`config.mk`:
```
export PLATFORM = sky130hd
export DESIGN_NAME = float_to_pcm_sample_converter
export DESIGN_NICKNAME = d
export VERILOG_FILES = /design/src/sv/f2p_pkg.sv /design/src/sv/float_to_pcm_sample_converter.sv /design/src/sv/f2p_decode.sv /design/src/sv/f2p_mul.sv /design/src/sv/f2p_round.sv /design/src/sv/f2p_pack.sv
export SDC_FILE = /design/constraint.sdc
export NUM_CORES = 1
export LEC_CHECK = 0
export BUFFER_PORTS_ARGS = -buffer_cell sky130_fd_sc_hd__buf_2
export CAP_MARGIN = 20
export CORE_MARGIN = 4
export CORE_UTILIZATION = 40
export DETAILED_ROUTE_END_ITERATION = 8
export GPL_ROUTABILITY_DRIVEN = 0
export GPL_TIMING_DRIVEN = 0
export SLEW_MARGIN = 20
export SYNTH_ARGS = -nofsm -noshare
export SYNTH_HDL_FRONTEND = slang
export SYNTH_SLANG_ARGS = --single-unit
export TNS_END_PERCENT = 1
```
`constraint.sdc`:
```
create_clock -name clk -period 11.8 [get_ports clk]
set_input_delay 1.77 -clock clk [delete_from_list [all_inputs] [get_ports clk]]
set_output_delay 1.77 -clock clk [all_outputs]
set_load 0.02 [all_outputs]
```
`src/sv/f2p_pkg.sv`:
```
// Shared types and constants for the float-to-PCM sample converter.
`default_nettype none
package f2p_pkg;

	typedef enum logic [2:0] {
		FMT_FLOAT32     = 3'd0,
		FMT_PCM24_IN_32 = 3'd1,
		FMT_PCM32       = 3'd2,
		FMT_PCM24       = 3'd3,
		FMT_PCM16       = 3'd4
	} fmt_e;

	// full-scale class: unit means a pure power-of-two scale (2^31)
	typedef enum logic [1:0] {
		SCL_UNIT = 2'd0,
		SCL_16   = 2'd1,
		SCL_24   = 2'd2
	} scl_e;

	localparam logic [22:0] SCALE_16 = 23'd32767;
	localparam logic [22:0] SCALE_24 = 23'd8388607;
	localparam logic [7:0]  EXP_ONE  = 8'd127;
	localparam logic [7:0]  EXP_MAX  = 8'd255;
	localparam logic [9:0]  EXP_OFS  = 10'd150;
	localparam logic [9:0]  UNIT_SH  = 10'd31;

	typedef struct packed {
		logic [31:0] sample_bits;
		logic        last_sample;
	} req_t;

	typedef struct packed {
		logic [31:0] pcm_word;
		logic [2:0]  byte_count;
		logic        last_out;
	} res_t;

	typedef struct packed {
		logic [31:0] raw;
		logic [2:0]  fmt;
		logic        last;
		logic        sign;
		logic        zero;
	} meta_t;

	typedef struct packed {
		meta_t       meta;
		logic [23:0] mant;
		logic [7:0]  expb;
		scl_e        scl;
	} dec_t;

	typedef struct packed {
		meta_t       meta;
		logic [46:0] prod;
		logic [7:0]  expb;
		scl_e        scl;
	} mul_t;

	typedef struct packed {
		meta_t              meta;
		logic [24:0]        rnd;
		logic signed [9:0]  sh;
	} rnd_t;

endpackage
`default_nettype wire

```
`src/sv/float_to_pcm_sample_converter.sv`:
```
// Top level of the float-to-PCM sample converter.
`default_nettype none
// Converts one IEEE single-precision sample per cycle into the endpoint
// format held in the format register. Every request passes a four-stage
// pipeline (decode and clamp, multiply by full scale, round to nearest even,
// align and pack), so done rises from the last stage register, and a new
// request may be given every cycle. busy stays low. The receiver cannot
// stall: each result shows for one cycle with done. Write the format
// register only while no request is in flight.
module float_to_pcm_sample_converter (
	input  wire logic          clk,
	input  wire logic          arst_n,
	input  wire logic          cfg_wr_en,
	input  wire logic [2:0]    cfg_wr_data,
	input  wire logic          start,
	output logic               busy,
	input  wire f2p_pkg::req_t req,
	output logic               done,
	output f2p_pkg::res_t      result
);
	logic [2:0]    fmt_q;
	logic          vld_s1;
	logic          vld_s2;
	logic          vld_s3;
	f2p_pkg::dec_t dec_s1;
	f2p_pkg::mul_t mul_s2;
	f2p_pkg::rnd_t rnd_s3;

	assign busy = 1'b0;

	always_ff @(posedge clk or negedge arst_n) begin
		if (!arst_n) begin
			fmt_q <= f2p_pkg::FMT_FLOAT32;
		end else if (cfg_wr_en) begin
			fmt_q <= cfg_wr_data;
		end
	end

	f2p_decode u_dec (
		.clk(clk), .arst_n(arst_n), .in_vld(start && !busy), .req(req),
		.fmt(fmt_q), .vld_s1(vld_s1), .dec_s1(dec_s1)
	);

	f2p_mul u_mul (
		.clk(clk), .arst_n(arst_n), .vld_s1(vld_s1), .dec_s1(dec_s1),
		.vld_s2(vld_s2), .mul_s2(mul_s2)
	);

	f2p_round u_rnd (
		.clk(clk), .arst_n(arst_n), .vld_s2(vld_s2), .mul_s2(mul_s2),
		.vld_s3(vld_s3), .rnd_s3(rnd_s3)
	);

	f2p_pack u_pack (
		.clk(clk), .arst_n(arst_n), .vld_s3(vld_s3), .rnd_s3(rnd_s3),
		.vld_s4(done), .res_s4(result)
	);

	a_lat: assert property (@(posedge clk) disable iff (!arst_n)
		vld_s3 |=> done) else $error("stage 3 request lost");
	a_cnt: assert property (@(posedge clk) disable iff (!arst_n)
		done |-> (result.byte_count == 3'd2 || result.byte_count == 3'd3 ||
			result.byte_count == 3'd4)) else $error("bad byte count");
	a_pos: assert property (@(posedge clk) disable iff (!arst_n)
		(vld_s3 && rnd_s3.meta.fmt == f2p_pkg::FMT_PCM32 && !rnd_s3.meta.sign)
		|=> !result.pcm_word[31])
		else $error("positive pcm32 went negative");
	a_s2: assert property (@(posedge clk) disable iff (!arst_n)
		vld_s2 |=> vld_s3) else $error("stage 2 request lost");
endmodule
`default_nettype wire

```
`src/sv/f2p_decode.sv`:
```
// Stage 1: unpack the float, clamp to unit range, pick the scale.
`default_nettype none
module f2p_decode (
	input  wire logic          clk,
	input  wire logic          arst_n,
	input  wire logic          in_vld,
	input  wire f2p_pkg::req_t req,
	input  wire logic [2:0]    fmt,
	output logic               vld_s1,
	output f2p_pkg::dec_t      dec_s1
);
	logic [7:0]    e;
	logic [22:0]   frac;
	logic          nan;
	logic          big;
	f2p_pkg::dec_t d;

	always_comb begin
		e    = req.sample_bits[30:23];
		frac = req.sample_bits[22:0];
		nan  = (e == f2p_pkg::EXP_MAX) && (frac != 23'd0);
		big  = (e >= f2p_pkg::EXP_ONE);
		d.meta.raw  = req.sample_bits;
		d.meta.fmt  = fmt;
		d.meta.last = req.last_sample;
		d.meta.sign = req.sample_bits[31];
		// subnormals scale far below one LSB
		d.meta.zero = nan || (e == 8'd0);
		d.mant = big ? 24'h800000 : {1'b1, frac};
		d.expb = big ? f2p_pkg::EXP_ONE : e;
		case (fmt)
			f2p_pkg::FMT_PCM24_IN_32, f2p_pkg::FMT_PCM24: d.scl = f2p_pkg::SCL_24;
			f2p_pkg::FMT_PCM32: d.scl = f2p_pkg::SCL_UNIT;
			default: d.scl = f2p_pkg::SCL_16;
		endcase
	end

	always_ff @(posedge clk or negedge arst_n) begin
		if (!arst_n) begin
			vld_s1 <= 1'b0;
		end else begin
			vld_s1 <= in_vld;
		end
	end

	always_ff @(posedge clk) begin
		dec_s1 <= d;
	end
endmodule
`default_nettype wire

```
`src/sv/f2p_mul.sv`:
```
// Stage 2: mantissa times full-scale constant.
`default_nettype none
module f2p_mul (
	input  wire logic          clk,
	input  wire logic          arst_n,
	input  wire logic          vld_s1,
	input  wire f2p_pkg::dec_t dec_s1,
	output logic               vld_s2,
	output f2p_pkg::mul_t      mul_s2
);
	logic [22:0] c;

	always_comb begin
		case (dec_s1.scl)
			f2p_pkg::SCL_16: c = f2p_pkg::SCALE_16;
			f2p_pkg::SCL_24: c = f2p_pkg::SCALE_24;
			default:         c = 23'd1;
		endcase
	end

	always_ff @(posedge clk or negedge arst_n) begin
		if (!arst_n) begin
			vld_s2 <= 1'b0;
		end else begin
			vld_s2 <= vld_s1;
		end
	end

	always_ff @(posedge clk) begin
		mul_s2.meta <= dec_s1.meta;
		mul_s2.prod <= 47'(dec_s1.mant) * 47'(c);
		mul_s2.expb <= dec_s1.expb;
		mul_s2.scl  <= dec_s1.scl;
	end
endmodule
`default_nettype wire

```
`src/sv/f2p_round.sv`:
```
// Stage 3: round the product to 24 significant bits, nearest even.
`default_nettype none
module f2p_round (
	input  wire logic          clk,
	input  wire logic          arst_n,
	input  wire logic          vld_s2,
	input  wire f2p_pkg::mul_t mul_s2,
	output logic               vld_s3,
	output f2p_pkg::rnd_t      rnd_s3
);
	logic [4:0]  k;
	logic [46:0] kept;
	logic [46:0] rem;
	logic [46:0] half;
	logic        up;
	logic [9:0]  sh;

	always_comb begin
		// leading one sits at one of two known places for a normal input
		case (mul_s2.scl)
			f2p_pkg::SCL_16: k = mul_s2.prod[38] ? 5'd15 : 5'd14;
			f2p_pkg::SCL_24: k = mul_s2.prod[46] ? 5'd23 : 5'd22;
			default:         k = 5'd0;
		endcase
		kept = mul_s2.prod >> k;
		rem  = mul_s2.prod & ((47'd1 << k) - 47'd1);
		half = (k == 5'd0) ? 47'd0 : (47'd1 << (k - 5'd1));
		up   = (k != 5'd0) && ((rem > half) || ((rem == half) && kept[0]));
		sh   = 10'(k) + 10'(mul_s2.expb) - f2p_pkg::EXP_OFS
			+ ((mul_s2.scl == f2p_pkg::SCL_UNIT) ? f2p_pkg::UNIT_SH : 10'd0);
	end

	always_ff @(posedge clk or negedge arst_n) begin
		if (!arst_n) begin
			vld_s3 <= 1'b0;
		end else begin
			vld_s3 <= vld_s2;
		end
	end

	always_ff @(posedge clk) begin
		rnd_s3.meta <= mul_s2.meta;
		rnd_s3.rnd  <= 25'(kept) + 25'(up);
		rnd_s3.sh   <= $signed(sh);
	end
endmodule
`default_nettype wire

```
`src/sv/f2p_pack.sv`:
```
// Stage 4: align, truncate toward zero, apply sign and pack the word.
`default_nettype none
module f2p_pack (
	input  wire logic          clk,
	input  wire logic          arst_n,
	input  wire logic          vld_s3,
	input  wire f2p_pkg::rnd_t rnd_s3,
	output logic               vld_s4,
	output f2p_pkg::res_t      res_s4
);
	logic [9:0]    nsh;
	logic [31:0]   mag;
	logic [31:0]   val;
	f2p_pkg::res_t r;

	always_comb begin
		nsh = 10'(-rnd_s3.sh);
		if (rnd_s3.meta.zero) begin
			mag = 32'd0;
		end else if (!rnd_s3.sh[9]) begin
			mag = 32'({7'd0, rnd_s3.rnd} << rnd_s3.sh[3:0]);
		end else if (nsh >= 10'd25) begin
			mag = 32'd0;
		end else begin
			mag = {7'd0, rnd_s3.rnd} >> nsh[4:0];
		end
		// positive full scale of 2^31 saturates
		if (rnd_s3.meta.sign) begin
			val = 32'd0 - mag;
		end else if (mag[31]) begin
			val = 32'h7fffffff;
		end else begin
			val = mag;
		end
		r.last_out = rnd_s3.meta.last;
		case (rnd_s3.meta.fmt)
			f2p_pkg::FMT_FLOAT32: begin
				r.pcm_word   = rnd_s3.meta.raw;
				r.byte_count = 3'd4;
			end
			f2p_pkg::FMT_PCM24_IN_32: begin
				r.pcm_word   = val << 8;
				r.byte_count = 3'd4;
			end
			f2p_pkg::FMT_PCM32: begin
				r.pcm_word   = val;
				r.byte_count = 3'd4;
			end
			f2p_pkg::FMT_PCM24: begin
				r.pcm_word   = {8'd0, val[23:0]};
				r.byte_count = 3'd3;
			end
			default: begin
				r.pcm_word   = {16'd0, val[15:0]};
				r.byte_count = 3'd2;
			end
		endcase
	end

	always_ff @(posedge clk or negedge arst_n) begin
		if (!arst_n) begin
			vld_s4 <= 1'b0;
		end else begin
			vld_s4 <= vld_s3;
		end
	end

	always_ff @(posedge clk) begin
		res_s4 <= r;
	end
endmodule
`default_nettype wire
```
; After elaboration in Yosys (flattened, before gate mapping)
; Cells that the tools add are included.
[word_totals]
register_bits = 283
out_inout_bits = 38
wordCells = 87
[classes]
n_addsub = 8
mul = 1
order_cmp = 3
eq_ne = 12
shift = 5
muxes = 13
n_bitwise = 1
reduce_logical = 12
[op_table]
columns = cell, count
row1 = 32-bit two-way mux, 5
row2 = 35-bit one-hot mux with 4 select lines, 1
row3 = 1-bit by 5-bit left shift with 47-bit output (first input constant), 2
row4 = 47-bit bitwise AND, 1
row5 = 47-bit equality test, 1
row6 = 47-bit greater-than comparator, 1
row7 = 24-bit by 23-bit multiplier with 47-bit output, 1
row8 = 47-bit two-way mux, 1
row9 = 47-bit by 5-bit right shift with 25-bit output, 1
row10 = 47-bit by 1-bit subtractor with 47-bit output (second input constant), 1
row11 = 23-bit one-hot mux with 2 select lines, 1
row12 = 25-bit by 4-bit left shift with 32-bit output, 1
row13 = 25-bit by 5-bit right shift with 32-bit output, 1
row14 = 1-bit by 32-bit subtractor with 32-bit output (first input constant), 1
row15 = 25-bit by 1-bit adder with 25-bit output, 1
row16 = 23-bit nonzero test, 1
row17 = 3-bit by 2-bit equality test with 1-bit output (second input constant), 4
row18 = 10-bit adder, 1
row19 = 10-bit by 5-bit greater-or-equal comparator with 1-bit output (second input constant), 1
row20 = 10-bit negation, 1
row21 = 5-bit one-hot mux with 2 select lines, 1
row22 = 10-bit by 8-bit subtractor with 10-bit output (second input constant), 1
row23 = 5-bit by 8-bit adder with 9-bit output, 1
row24 = 8-bit equality test (second input constant), 1
row25 = 16 further kinds, 23

; Logic depth before layout (Yosys ltp)
[depth]
word_depth = 10
depth_mapped = 32
mapped_depth_nobuf = 30

; Cells and area by module
; From an unflattened synthesis, not the netlist that was laid out.
[unflattened]
cells_unflattened = 2892
hier_area_um2 = 28731.3
[by_module_without_submodules]
columns = module, n_inst, cells_each, area_each_um2, seq_area_each_um2
row1 = f2p_mul, 1, 1470, 15383.5, 1926.8
row2 = f2p_pack, 1, 710, 6079.6, 745.7
row3 = f2p_round, 1, 579, 5381.4, 1486.4
row4 = f2p_decode, 1, 125, 1766.7, 1426.4
row5 = float_to_pcm_sample_converter, 1, 8, 120.1, 75.1

; Least setup slack after synthesis
; No wires, ideal clock.
[synth_path]
path_kind = register to register
from = register, netlist name u_dec.dec_s1[0]
to = register, netlist name u_mul.mul_s2[54]
setup_ns = 0.062
t_arrival_ns = 8.757
required_ns = 11.738
setup_slack_ns = 2.981
path_stages_with_launch = 31
path_buffers = 2
synth_period_minus_slack_ns = 8.819
path_cell_list = dfxtp_1 inv_1 ha_1 clkinv_1 clkbuf_1 nand2_1 fa_1 fa_1 fa_1 inv_1 fa_1 inv_1 fa_1 inv_1 fa_1 inv_1 fa_1 inv_1 ha_1 clkbuf_1 a21o_1 a21o_1 a211o_1 or4_1 a21o_1 a31oi_1 a311oi_1 a311o_1 a221o_1 or4b_1 nand3_1
[synth_between]
elab_chain_len = 3
[synth_rtl]
columns = item, line
row1 = 2-bit equality test or 2-bit by 1-bit equality test with 1-bit output (tied branches), f2p_mul.sv:14  ; case (dec_s1.scl)
row2 = 23-bit one-hot mux with 2 select lines (*), f2p_mul.sv:14
row3 = 24-bit by 23-bit multiplier with 47-bit output (*), f2p_mul.sv:31  ; mul_s2.prod <= 47'(dec_s1.mant) * 47'(c);
; Every way passes the cells marked *; elsewhere a longest branch is shown, timed or not.
; A chain may end at the register's enable or synchronous reset.

; Final worst setup path
[layout_path]
from = register, netlist name u_dec.dec_s1[0]
to = register, netlist name u_mul.mul_s2[54]
[layout_between]
elab_chain_len = 3
[layout_rtl]
columns = item, line
row1 = 2-bit equality test or 2-bit by 1-bit equality test with 1-bit output (tied branches), f2p_mul.sv:14
row2 = 23-bit one-hot mux with 2 select lines (*), f2p_mul.sv:14
row3 = 24-bit by 23-bit multiplier with 47-bit output (*), f2p_mul.sv:31
; Marked as above.

==> results.ini <==
[run_status]
status = finished clean

[drt]
routed_wl_um = 76530
route.antenna.remaining_nets = 0
firstDrtPassIters = 6
avgRoutedWirePerCell_um = 19.75
vias_per_cell = 5.322
drc = 0
route.vias.total = 20616
dr.first_iter.drc_count = 1651

[worst_setup_path]
r2r-start = u_dec.dec_s1[0]
crit_path_start_kind = flip-flop
rrSetupSlack_ns = 1.39
crit_fanout = 11
ff2ff_path_depth = 30
worst_setup_path_end_kind = flip-flop
regToRegEndpoint = u_mul.mul_s2[54]
worst_path_max_delay_cell = fa_1
critPathKind = reg -> reg
required_ns = 12.30
arrival_ns = 10.91
crit_top_cell = fa_1
slowest_delay_ns = 0.85

[cts]
cts.sinks = 279
clk_latency_ns = 0.58
hold_buffers = 0
cts_root_buffer = clkbuf_16
postCtsResizedCells = 0
post_cts_buffers = 0
cts_buffers = 29
clock_path_buffers = 3
clkTransAtPathRegs_ns = 0.07
cts_tree = built
htree_num_levels = 1

[flow_run]
maxCapViolations = 0

[timing]
setup_viol = 0
fmax_ghz = 0.09606
rsz0062_at_grt = false
slew_viol_final = 0
max_slew_margin = 0.4183
clock_skew_ns = 0.01580
period_share = 0.8822
hold_violations = 0
setup_tns_ns = 0
tightest_slew_ns = 0.8685
fin_crit_ns = 10.41

[cells_and_area]
nets = 3547
drive_gt1_frac = 0.09956
antennaDiodeCount = 0
synthToLayoutAreaGrowth_pct = 9.541
nFillCells = 6714
fin_util = 0.4433

[synthesis]
async_reset_ff_frac = 0.02509
seq_area_frac_synth = 0.2022
netlist_area_sq_mm = 0.02780
synth_commonest_cells = inv_1 (492), fa_1 (362), dfxtp_1 (272)
ys_ff_latch = 279
synth_edf_count = 0
synth_area_leaders = fa_1 (26%), dfxtp_1 (20%), ha_1 (10%)
synth.most_common_cell = inv_1
yosys.area.top_type = fa_1
synth_cells = 2789
synth-main-ff-cell = dfxtp_1
ys_warn_count = 0
synth_top_area_share = 0.2607
synth_area_per_cell_sq_um = 9.969
ys_types = 95

[placement]
portBuffers = 76
dp_hpwl_um = 64900

[hold_path]
hp-start = u_mul.mul_s2[82]
holdPathStages = 0
hold_end = u_rnd.rnd_s3[60]
min_path_type = reg -> reg

[global_route]
grt_pass1_wl_um = 120600
use_met3 = 0.02289
grt_pass1_vias = 20883
top_usage_layer = met2
grt_max_degree = 17
use_met1 = 0.2795
use_met2 = 0.3455
antenna_found_initial = 2
groute.usage.overall = 0.2074
gr-total-overflow = 0

[floorplanning]
ios = 78
die_area_sq_mm = 0.07379
start_util = 0.4047
core_sq_mm = 0.06871
rows = 96
die_h_um = 271.6
die_w_um = 271.6

cell type report:
type	instances	area, sq um	share of cell area
Inverter	495	1858	0.06101
Timing Repair Buffer	76	380.4	0.01249
Tap cell	931	1165	0.03825
Clock buffer	33	772.0	0.02535
Sequential cell	279	5620	0.1845
Clock inverter	21	245.2	0.008052
Multi-Input combinational cell	1923	19870	0.6524
Buffer	116	546.8	0.01795
through the flow:
stage          setup WS (ns)  instances  hold slack [ns]  cell area, sq um
2_1_floorplan          2.981       2813           0.3096             27890
3_3_place_gp           1.362       3820           0.3105             29440
3_5_place_dp           1.376       3820           0.3121             29440
4_1_cts                1.342       3874           0.3172             30460
5_1_grt               0.8338       3874           0.3266             30460
6_report               1.390       3874           0.3192             30460
critical path, delay by kind of cell (launching register included):
family          cells  cell delay [ns]
compound gates      8             2.23
buf+inv             9             1.50
flops               1             0.35
simple gates        4             1.47
fa+ha+maj           9             4.75
state kept, by name (all words and copies together), names as in the netlist:
| name | flops |
|---|---|
| u_rnd.rnd_s3 | 72 |
| u_pack.res_s4 | 36 |
| fmt_q | 3 |
| u_rnd.vld_s3 | 1 |
| u_pack.vld_s4 | 1 |
| u_mul.vld_s2 | 1 |
| u_dec.vld_s1 | 1 |
| u_dec.dec_s1 | 70 |
| u_mul.mul_s2 | 94 |
cells in the final DEF (no fill, tap or decap), types with 26 or more instances in the layout:
cell / count
inv_1: 492
buf_2: 86
nand2_1: 170
conb_1: 26
clkbuf_1: 79
and2_1: 61
ha_1: 225
a21o_1: 48
nor2_1: 117
nor3_1: 28
nor2b_1: 26
mux2i_1: 74
and3_1: 31
nand3_1: 48
a21oi_1: 112
mux4_2: 85
nand4_1: 26
fa_1: 362
xor2_1: 41
xnor2_1: 67
clkbuf_16: 30
o21ai_0: 74
dfxtp_1: 272
metal layers:
layer  up-vias  wire length [um]  share of wire
li1       9522                 -              -
met1     10126             32120           0.42
met2       808             36440           0.48
met3       158              4676          0.061
met4         2              3278          0.043
met5         -                13        0.00017
kinds of logic after synthesis:
kind of cell               Yosys count  synth area share
muxes                              176            0.1024
buffers and inverters              611           0.08649
and+or+nand+nor                    609            0.1119
xor gates and xnor gates           109           0.03461
other                                2         0.0002701
adders and majority gates          588            0.3623
DFF                                279            0.2022
AOI/OAI and AO/OA                  415           0.09995
how the worst max path moves through the flow:
stage | slack, ns | startpoint | depth (start not counted) | endpoint
final | 1.39 | u_dec.dec_s1[0] | 30 | u_mul.mul_s2[54]
after global placement | 1.36 | u_dec.dec_s1[0] | 30 | u_mul.mul_s2[54]
after floorplan | 2.98 | u_dec.dec_s1[0] | 30 | u_mul.mul_s2[54]
after global routing | 0.83 | u_dec.dec_s1[0] | 30 | u_mul.mul_s2[54]
after detailed placement | 1.38 | u_dec.dec_s1[0] | 30 | u_mul.mul_s2[54]
after CTS | 1.34 | u_dec.dec_s1[0] | 30 | u_mul.mul_s2[54]
Power is not shown: default switching activity piles up to over one toggle a cycle in this logic, so the estimate is an artifact.
